`config.mk`:
```
export PLATFORM = sky130hd
export DESIGN_NAME = cordic_sine_cosine
export DESIGN_NICKNAME = d
export VERILOG_FILES = /design/src/rtl/csc_pkg.sv /design/src/rtl/csc_fold.sv /design/src/rtl/csc_rotate.sv /design/src/rtl/cordic_sine_cosine.sv
export VERILOG_INCLUDE_DIRS = /design/src /design/src/rtl
export SDC_FILE = /design/constraint.sdc
export NUM_CORES = 2
export LEC_CHECK = 0
export ABC_AREA = 1
export BUFFER_PORTS_ARGS = -buffer_cell sky130_fd_sc_hd__buf_2
export CAP_MARGIN = 25
export CELL_PAD_IN_SITES_DETAIL_PLACEMENT = 2
export CELL_PAD_IN_SITES_GLOBAL_PLACEMENT = 2
export CORE_MARGIN = 2
export CORE_UTILIZATION = 45
export CTS_CLUSTER_DIAMETER = 30
export CTS_CLUSTER_SIZE = 40
export DETAILED_ROUTE_END_ITERATION = 8
export PLACE_DENSITY_LB_ADDON = 0.1
export SLEW_MARGIN = 25
export SYNTH_ARGS = -nofsm -noshare
export SYNTH_HDL_FRONTEND = slang
export SYNTH_HIERARCHICAL = 1
export SYNTH_SLANG_ARGS = --single-unit
```
`constraint.sdc`:
```
create_clock -name clk -period 13.9 [get_ports clk]
set_clock_uncertainty 0.15 [all_clocks]
set_input_delay 0.695 -clock clk [delete_from_list [all_inputs] [get_ports clk]]
set_output_delay 0.695 -clock clk [all_outputs]
set_load 0.01 [all_outputs]
```
`src/rtl/cordic_sine_cosine_macros.svh`:
```
// assertion macros used by the cordic sine/cosine top level
`ifndef CORDIC_SINE_COSINE_MACROS_SVH
`define CORDIC_SINE_COSINE_MACROS_SVH

// same-cycle implication, clocked on clk, quiet while arst_n is low
`define CSC_ASSERT_IMPL(label, ante, cons) \
	label: assert property (@(posedge clk) disable iff (!arst_n) (ante) |-> (cons)) \
		else $error("cordic sine/cosine assertion failed");

// next-cycle implication, clocked on clk, quiet while arst_n is low
`define CSC_ASSERT_NEXT(label, ante, cons) \
	label: assert property (@(posedge clk) disable iff (!arst_n) (ante) |=> (cons)) \
		else $error("cordic sine/cosine assertion failed");

`endif

```
`src/rtl/csc_pkg.sv`:
```
// shared constants, types and the arctangent table for the cordic sine/cosine block
`default_nettype none

package csc_pkg;

	// number of micro-rotations, one pipeline stage each (1 to 18)
	localparam int ITERATIONS = 18;

	// field widths
	localparam int ANGLE_W = 16;
	localparam int OUT_W   = 18;

	// folded angle in whole degrees, -90 to 90
	localparam int DEG_W  = 8;
	// fraction bits of the angle accumulator
	localparam int FRAC_W = 16;
	// residual angle, Q16 degrees
	localparam int Z_W    = 25;
	// rotation vector width, leaves headroom over the gain-scaled magnitude
	localparam int XY_W   = 20;

	// angle folding constants
	localparam int MOD_DEG  = 360;
	localparam int HALF_DEG = 180;
	localparam int QUAD_DEG = 90;

	// starting x, compensates the cordic gain
	localparam int GAIN_START = 39797;

	typedef struct packed {
		logic                    valid;
		logic                    flip;
		logic signed [DEG_W-1:0] deg;
	} fold_t;

	typedef struct packed {
		logic                   valid;
		logic                   flip;
		logic signed [XY_W-1:0] x;
		logic signed [XY_W-1:0] y;
	} rot_t;

	// arctangent of 2^-k in Q16 degrees
	function automatic logic signed [Z_W-1:0] atan_q16(input logic [4:0] k);
		logic signed [Z_W-1:0] v;
		case (k)
			5'd0:    v = Z_W'(2949120);
			5'd1:    v = Z_W'(1740967);
			5'd2:    v = Z_W'(919879);
			5'd3:    v = Z_W'(466945);
			5'd4:    v = Z_W'(234379);
			5'd5:    v = Z_W'(117304);
			5'd6:    v = Z_W'(58666);
			5'd7:    v = Z_W'(29335);
			5'd8:    v = Z_W'(14668);
			5'd9:    v = Z_W'(7334);
			5'd10:   v = Z_W'(3667);
			5'd11:   v = Z_W'(1833);
			5'd12:   v = Z_W'(917);
			5'd13:   v = Z_W'(458);
			5'd14:   v = Z_W'(229);
			5'd15:   v = Z_W'(115);
			5'd16:   v = Z_W'(57);
			5'd17:   v = Z_W'(29);
			default: v = '0;
		endcase
		return v;
	endfunction

endpackage

`default_nettype wire

```
`src/rtl/csc_fold.sv`:
```
// three-stage angle fold: modulo 360 toward zero, then into -90..90 with a flip flag
`default_nettype none

module csc_fold (
	input  logic                                clk,
	input  logic                                arst_n,
	input  logic                                en,
	input  logic                                valid,
	input  logic signed [csc_pkg::ANGLE_W-1:0]  angle_degrees,
	output csc_pkg::fold_t                      fold
);
	import csc_pkg::*;

	// stage 1: add +-180 and take the magnitude
	logic                      neg;
	logic signed [ANGLE_W:0]   sum;
	logic        [ANGLE_W:0]   sum_neg;
	logic        [ANGLE_W-1:0] mag;

	logic                      valid_s1;
	logic                      neg_s1;
	logic        [ANGLE_W-1:0] mag_s1;

	assign neg     = angle_degrees[ANGLE_W-1];
	assign sum     = {angle_degrees[ANGLE_W-1], angle_degrees}
	               + (neg ? -(ANGLE_W+1)'(HALF_DEG) : (ANGLE_W+1)'(HALF_DEG));
	assign sum_neg = -sum;
	// sum has the sign of the angle
	assign mag     = neg ? sum_neg[ANGLE_W-1:0] : sum[ANGLE_W-1:0];

	// stage 2: restoring remainder, upper four quotient bits
	logic [ANGLE_W-1:0] rem_hi;
	logic               valid_s2;
	logic               neg_s2;
	logic [11:0]        rem_s2;

	always_comb begin
		rem_hi = mag_s1;
		for (int j = 6; j >= 3; j--) begin
			if (rem_hi >= ANGLE_W'(MOD_DEG << j)) begin
				rem_hi = rem_hi - ANGLE_W'(MOD_DEG << j);
			end
		end
	end

	// stage 3: lower three quotient bits, restore the sign, fold to -90..90
	logic [11:0]             rem_lo;
	logic [8:0]              rem9;
	logic signed [9:0]       deg_half;
	logic signed [9:0]       deg_quad;
	logic                    flip_next;

	logic                    valid_s3;
	logic                    flip_s3;
	logic signed [DEG_W-1:0] deg_s3;

	always_comb begin
		rem_lo = rem_s2;
		for (int j = 2; j >= 0; j--) begin
			if (rem_lo >= 12'(MOD_DEG << j)) begin
				rem_lo = rem_lo - 12'(MOD_DEG << j);
			end
		end
		rem9 = rem_lo[8:0];
		// signed remainder minus the same half turn
		if (neg_s2) begin
			deg_half = 10'(HALF_DEG) - signed'({1'b0, rem9});
		end else begin
			deg_half = signed'({1'b0, rem9}) - 10'(HALF_DEG);
		end
		// move by half a turn toward zero outside the right half plane
		if (deg_half > 10'sd90) begin
			deg_quad  = deg_half - 10'(HALF_DEG);
			flip_next = 1'b1;
		end else if (deg_half < -10'(QUAD_DEG)) begin
			deg_quad  = deg_half + 10'(HALF_DEG);
			flip_next = 1'b1;
		end else begin
			deg_quad  = deg_half;
			flip_next = 1'b0;
		end
	end

	// valid bits
	always_ff @(posedge clk or negedge arst_n) begin
		if (!arst_n) begin
			valid_s1 <= 1'b0;
			valid_s2 <= 1'b0;
			valid_s3 <= 1'b0;
		end else if (en) begin
			valid_s1 <= valid;
			valid_s2 <= valid_s1;
			valid_s3 <= valid_s2;
		end
	end

	// payload
	always_ff @(posedge clk) begin
		if (en) begin
			neg_s1  <= neg;
			mag_s1  <= mag;
			neg_s2  <= neg_s1;
			rem_s2  <= rem_hi[11:0];
			flip_s3 <= flip_next;
			deg_s3  <= deg_quad[DEG_W-1:0];
		end
	end

	assign fold.valid = valid_s3;
	assign fold.flip  = flip_s3;
	assign fold.deg   = deg_s3;

endmodule

`default_nettype wire

```
`src/rtl/csc_rotate.sv`:
```
// pipelined rotation-mode cordic, one micro-rotation per stage
`default_nettype none

module csc_rotate (
	input  logic           clk,
	input  logic           arst_n,
	input  logic           en,
	input  csc_pkg::fold_t fold,
	output csc_pkg::rot_t  rot
);
	import csc_pkg::*;

	logic                   v_s    [ITERATIONS];
	logic                   flip_s [ITERATIONS];
	logic signed [XY_W-1:0] x_s    [ITERATIONS];
	logic signed [XY_W-1:0] y_s    [ITERATIONS];
	logic signed [Z_W-1:0]  z_s    [ITERATIONS];

	for (genvar k = 0; k < ITERATIONS; k++) begin : g_stage
		logic                   v_in;
		logic                   f_in;
		logic signed [XY_W-1:0] x_in;
		logic signed [XY_W-1:0] y_in;
		logic signed [Z_W-1:0]  z_in;
		logic signed [XY_W-1:0] x_sh;
		logic signed [XY_W-1:0] y_sh;
		logic                   up;

		// stage inputs: the folded angle for the first stage, else the stage before
		if (k == 0) begin : g_first
			assign v_in = fold.valid;
			assign f_in = fold.flip;
			assign x_in = XY_W'(GAIN_START);
			assign y_in = '0;
			assign z_in = {{(Z_W-DEG_W-FRAC_W){fold.deg[DEG_W-1]}}, fold.deg,
			               {FRAC_W{1'b0}}};
		end else begin : g_next
			assign v_in = v_s[k-1];
			assign f_in = flip_s[k-1];
			assign x_in = x_s[k-1];
			assign y_in = y_s[k-1];
			assign z_in = z_s[k-1];
		end

		// residual above zero rotates counterclockwise, zero or below clockwise
		assign up   = !z_in[Z_W-1] && (z_in != '0);
		assign x_sh = x_in >>> k;
		assign y_sh = y_in >>> k;

		always_ff @(posedge clk or negedge arst_n) begin
			if (!arst_n) begin
				v_s[k] <= 1'b0;
			end else if (en) begin
				v_s[k] <= v_in;
			end
		end

		always_ff @(posedge clk) begin
			if (en) begin
				flip_s[k] <= f_in;
				if (up) begin
					x_s[k] <= x_in - y_sh;
					y_s[k] <= y_in + x_sh;
					z_s[k] <= z_in - atan_q16(5'(k));
				end else begin
					x_s[k] <= x_in + y_sh;
					y_s[k] <= y_in - x_sh;
					z_s[k] <= z_in + atan_q16(5'(k));
				end
			end
		end
	end

	assign rot.valid = v_s[ITERATIONS-1];
	assign rot.flip  = flip_s[ITERATIONS-1];
	assign rot.x     = x_s[ITERATIONS-1];
	assign rot.y     = y_s[ITERATIONS-1];

endmodule

`default_nettype wire

```
`src/rtl/cordic_sine_cosine.sv`:
```
// top level of the pipelined cordic sine/cosine generator
//
// angle channel: angle_valid, angle_stall, angle_degrees (signed whole degrees).
// result channel: result_valid, result_stall, cos_q16 and sin_q16 (signed Q16).
// a request moves when valid is high and stall is low at a rising edge of clk.
// throughput is one request per cycle while angle_stall is low: three
// angle-fold stages feed one cordic stage per micro-rotation (18), then an
// output register, and each result passes through them in that order.
// when result_stall is held, the finished result waits in the output register
// and one more request lands in a skid register; angle_stall then rises and
// the whole pipeline holds until the skid drains. nothing is lost or repeated.
// arst_n clears every valid bit, so both channels come up empty with
// angle_stall low.
`default_nettype none
`include "cordic_sine_cosine_macros.svh"

module cordic_sine_cosine (
	input  logic                                clk,
	input  logic                                arst_n,
	input  logic                                angle_valid,
	output logic                                angle_stall,
	input  logic signed [csc_pkg::ANGLE_W-1:0]  angle_degrees,
	output logic                                result_valid,
	input  logic                                result_stall,
	output logic signed [csc_pkg::OUT_W-1:0]    cos_q16,
	output logic signed [csc_pkg::OUT_W-1:0]    sin_q16
);
	import csc_pkg::*;

	logic  en;
	fold_t fold;
	rot_t  rot;

	logic                    result_valid_q;
	logic signed [OUT_W-1:0] cos_q;
	logic signed [OUT_W-1:0] sin_q;
	logic                    skid_valid_q;
	logic signed [OUT_W-1:0] skid_cos_q;
	logic signed [OUT_W-1:0] skid_sin_q;

	logic signed [XY_W-1:0]  x_fix;
	logic signed [XY_W-1:0]  y_fix;

	// the pipeline moves whenever the skid register is free
	assign en          = !skid_valid_q;
	assign angle_stall = skid_valid_q;

	csc_fold u_fold (
		.clk           (clk),
		.arst_n        (arst_n),
		.en            (en),
		.valid         (angle_valid),
		.angle_degrees (angle_degrees),
		.fold          (fold)
	);

	csc_rotate u_rotate (
		.clk    (clk),
		.arst_n (arst_n),
		.en     (en),
		.fold   (fold),
		.rot    (rot)
	);

	// undo the half-turn fold
	assign x_fix = rot.flip ? -rot.x : rot.x;
	assign y_fix = rot.flip ? -rot.y : rot.y;

	// output register and skid control
	always_ff @(posedge clk or negedge arst_n) begin
		if (!arst_n) begin
			result_valid_q <= 1'b0;
			skid_valid_q   <= 1'b0;
		end else if (skid_valid_q) begin
			if (!result_stall) begin
				skid_valid_q <= 1'b0;
			end
		end else if (rot.valid) begin
			if (result_valid_q && result_stall) begin
				skid_valid_q <= 1'b1;
			end else begin
				result_valid_q <= 1'b1;
			end
		end else if (!result_stall) begin
			result_valid_q <= 1'b0;
		end
	end

	// output and skid payload
	always_ff @(posedge clk) begin
		if (skid_valid_q) begin
			if (!result_stall) begin
				cos_q <= skid_cos_q;
				sin_q <= skid_sin_q;
			end
		end else if (rot.valid) begin
			if (result_valid_q && result_stall) begin
				skid_cos_q <= x_fix[OUT_W-1:0];
				skid_sin_q <= y_fix[OUT_W-1:0];
			end else begin
				cos_q <= x_fix[OUT_W-1:0];
				sin_q <= y_fix[OUT_W-1:0];
			end
		end
	end

	assign result_valid = result_valid_q;
	assign cos_q16      = cos_q;
	assign sin_q16      = sin_q;

	// checks on the output buffering and the fold
	`CSC_ASSERT_IMPL(a_skid_behind_out, skid_valid_q, result_valid_q)
	`CSC_ASSERT_NEXT(a_skid_fill, result_valid_q && result_stall && !skid_valid_q && rot.valid, skid_valid_q)
	`CSC_ASSERT_NEXT(a_skid_drain, skid_valid_q && !result_stall, result_valid_q && !skid_valid_q)
	`CSC_ASSERT_IMPL(a_fold_range, fold.valid, fold.deg <= 8'sd90 && fold.deg >= -8'sd90)

endmodule

`default_nettype wire

```
# Word level (Yosys, flattened, before mapping)
# Memories as Yosys holds them, arrays and structs flattened.
# Index checks and enable logic that the tools add are counted.
dict set report totals {
  out_inout_bits 38
  memories 4
  inputBits 20
  ramBits 1188
  register_bits 134
}
dict set report classes {
  muxes 193
  eq_ne 4
  addsub 119
  magnitude_cmp 9
  n_reduce_logical 59
  n_bitwise 55
}
# memory words width rd rd_clocked_by_memory_dff wr line
set memory_table {}
lappend memory_table {u_rotate.z_s 18 25 17 0 18 csc_rotate.sv:17} ;# logic signed [Z_W-1:0] z_s [ITERATIONS];
lappend memory_table {u_rotate.x_s 18 20 18 0 18 csc_rotate.sv:15} ;# logic signed [XY_W-1:0] x_s [ITERATIONS];
lappend memory_table {u_rotate.y_s 18 20 18 0 18 csc_rotate.sv:16} ;# logic signed [XY_W-1:0] y_s [ITERATIONS];
lappend memory_table {u_rotate.flip_s 18 1 18 0 18 csc_rotate.sv:14} ;# logic flip_s [ITERATIONS];
# cell n
set ops {}
lappend ops {{$mux 20} 36}
lappend ops {{$mux 25} 18}
lappend ops {{$reduce_bool 25->1} 18}
lappend ops {{$mux 18} 10}
lappend ops {{$mux 1} 117}
lappend ops {{$mux 16} 5}
lappend ops {{$or 1x1->1} 54}
lappend ops {{$add 20x10->20} 2}
lappend ops {{$add 20x11->20} 2}
lappend ops {{$add 20x12->20} 2}
lappend ops {{$add 20x13->20} 2}
lappend ops {{$add 20x14->20} 2}
lappend ops {{$add 20x15->20} 2}
lappend ops {{$add 20x16->20} 2}
lappend ops {{$add 20x17->20} 2}
lappend ops {{$add 20x18->20} 2}
lappend ops {{$add 20x19->20} 2}
lappend ops {{$add 20x3->20} 2}
lappend ops {{$add 20x4->20} 2}
lappend ops {{$add 20x5->20} 2}
lappend ops {{$add 20x6->20} 2}
lappend ops {{$add 20x7->20} 2}
lappend ops {{$add 20x8->20} 2}
lappend ops {{$add 20x9->20} 2}
lappend ops {{87 further kinds} 147}

# Logic depth before layout (Yosys ltp)
dict set report depth {
  depth_word 11
  depth_mapped 34
  mapped_depth_nobuf 34
}

# Hierarchy
# The synthesis kept the hierarchy.
# module area_per_inst_um2 cells_each instances
set modules_own_cells {}
lappend modules_own_cells {csc_rotate 85172.9 9505 1}
lappend modules_own_cells {csc_fold 4595.7 634 1}
lappend modules_own_cells {cordic_sine_cosine 3731.1 398 1}

# Worst setup path before layout
# No wires, ideal clock.
dict set report synth_path {
  path_kind {register to register}
  from {register skid_valid_q, in the netlist angle_stall}
  to {memory u_rotate.z_s[3][19], in the netlist u_rotate/z_s[1][44], data pin}
  required_time_ns 13.488
  setup_time_ns 0.262
  t_arrival_ns 4.214
  synth_period_minus_slack_ns 4.626
  setup_slack_ns 9.274
  stages_incl_launch_ff 21
  n_path_buf 6
  cell_sequence {dfrtp_1 buf_2 clkinv_1 buf_4 buf_6 buf_6 buf_4 nand2_1 buf_1 ha_1 inv_1 fa_1 inv_1 nand3_1 nand2_1 a21boi_1 o21ai_1 a21oi_2 o211ai_1 a21oi_1 xor2_1}
}
# element line
set synth_rtl {}
lappend synth_rtl {{from (decl)} cordic_sine_cosine.sv:37} ;# logic skid_valid_q;
lappend synth_rtl {{from (signal assigned)} cordic_sine_cosine.sv:73} ;# skid_valid_q <= 1'b0;
lappend synth_rtl {{from (signal assigned)} cordic_sine_cosine.sv:76} ;# skid_valid_q <= 1'b0;
lappend synth_rtl {{from (signal assigned)} cordic_sine_cosine.sv:80} ;# skid_valid_q <= 1'b1;
lappend synth_rtl {{to (decl)} csc_rotate.sv:17}

==> results.yml <==
place:
  hpwl_mm: 245
  place.gp.congestion: 0.895
  dpl_worst_slack_ps: 7280
  dp.cells: 13200
  portBuffers: 57
worst_setup_path:
  crit_family: "buffers and inverters"
  critPathMaxStageDelay_ps: 1000
  path_buf_inv: 7
  cp-start-kind: "flip-flop"
  path_cells: "buf_4 > inv_8 > buf_12 > buf_4 > nand2_2 > buf_4 > clkinv_1 > nor2_1 > o21bai_1 > inv_1 > ha_1 > nand2_1 > nor4_1 > nand2_1 > nand3_1 > a21oi_1 > nor2_1 > nor2_1 > xor2_1"
  critPathKind: "flip-flop to flip-flop"
  cp-end-kind: "flip-flop"
  cp_max_fo: 55
  worstPathArrival_ps: 8150
  crit_slowest_cell: "clkinv_1"
  cp_data_required_time_ps: 14420
sta:
  tightest_slew_ps: 1130
  fin_crit_sh: 0.549
  rsz0062_at_grt: "false"
  setup_slack_ps: 6270
  finalSetupTns_ps: 0
  drv_slew: 0
  report.final.setup_viol: 0
  final_hold_viol_count: 0
  min_period_ps: 7630
  relSlewSlack: 0.247
  max_freq_mhz: 131
grt:
  first_global_vias: 103000
  grt_pass1_wl_mm: 691
  antenna_found_initial: 9
  grt_util_all_layers: 0.428
  globalRouteOverflowTotal: 0
  grt_max_degree: 80
flow_run:
  cap_violations: 0
routing:
  first_pass_iters: 7
  avgRoutedWirePerCell_um: 33.7
  drt_wl_total_mm: 466
  antenna_left: 0
  drcViolationCount: 0
  dr.first_iter.drc_count: 8182
  vias_per_cell: 6.59
  vias: 91100
layout:
  fin_util: 0.530
  layout_commonest_cell: "nand2_1"
  drive_gt1_frac: 0.0854
  nNetsFinal: 12000
  areaGrowthSynthToFinish_pct: 16.7
  final_cell_mix: "2025 x nand2_1, 1158 x edfxtp_1, 1057 x ha_1"
  final_cells: 13800
floorplanning:
  rows: 166
  die_w_um: 459
  design.core.area_sq_um: 205000
  ioPinCount: 58
  die_area_sq_um: 211000
  die_h_um: 459
  start_util: 0.454
clocking:
  clk_pin_slew_worst_paths_ps: 50
  root_buffer: "clkbuf_16"
  clk_path_buf_depth: 4
  cts_resized: 0
  clock_sinks: 1181
  cts_tree: "done"
  cts_setup_buffers: 0
  htreeDepth: 5
  cts_made_buffers: 352
  clkLatencyLatePin_ps: 980
min_path:
  hold_class: "primary input to flip-flop"
logic_synthesis:
  synthCells: 10500
  ys_warn_count: 6
  synth.avg_cell_area_sq_um: 8.88
  syn_area_sq_um: 93100
run_status:
  outcome: "complete, no violations"
[stage by stage]
stage,hold slack [ps],instance area (sq um)
5_1_grt,83.6,109000
2_1_floorplan,249,93100
4_1_cts,14.6,109000
3_3_place_gp,252,96600
3_5_place_dp,261,96600
6_report,59.4,109000
[worst reg2reg max path, stage by stage, from the launching register on]
cell,delay (ps)
dfrtp_1,330
buf_4,480
inv_8,260
buf_12,360
buf_4,430
nand2_2,180
buf_4,500
clkinv_1,1020
nor2_1,690
o21bai_1,300
inv_1,100
ha_1,440
nand2_1,170
nor4_1,650
nand2_1,380
nand3_1,260
a21oi_1,110
nor2_1,230
nor2_1,120
xor2_1,160
[per-layer routing]
| layer | global-route usage | routed length [um] |
|---|---|---|
| met5 | 0 | 69 |
| met4 | 0.332 | 42600 |
| met3 | 0.0781 | 28400 |
| met2 | 0.763 | 233000 |
| met1 | 0.444 | 162000 |
[layout make-up]
cell class / count / area (sq um)
Multi-Input combinational cell: 8246 / 53700
Timing Repair Buffer: 97 / 674
Antenna cell: 3 / 7.51
Sequential cell: 1181 / 35300
Fill cell: 21200 / 96500
Tap cell: 2688 / 3360
Clock inverter: 240 / 2930
Inverter: 967 / 3640
Clock buffer: 392 / 9050
[what timing repair did]
action                                 CTS  global route
setup endpoints to repair                0             0
endpoints found under the hold margin   26             0
hold buffers                             4             0
[final timing paths]
kind                                    start                        to  slack [ps]  cells after the start
max in group asynchronous              arst_n  u_rotate/g_stage[6].v_in       13080                      2
min in group asynchronous              arst_n          u_rotate/rot[41]         120                      2
setup / recovery                  angle_stall       u_rotate/x_s[9][19]        6270                     19
hold reg to reg            u_rotate/flip_s[5]        u_rotate/flip_s[6]         260                      0
hold / removal               angle_degrees[2]          u_fold/mag_s1[2]          60                      3
setup reg to reg                  angle_stall       u_rotate/x_s[9][19]        6270                     19
[state kept, by name, summed over array words and instances (netlist names), 18 cells and up]
name,cells
cos_q16,18
sin_q16,18
skid_cos_q,18
skid_sin_q,18
u_rotate/flip_s,18
u_rotate/x_s,335
u_rotate/y_s,337
u_rotate/z_s,357
Power is not shown: default switching activity piles up to over one toggle a cycle in this logic, so the estimate is an artifact.
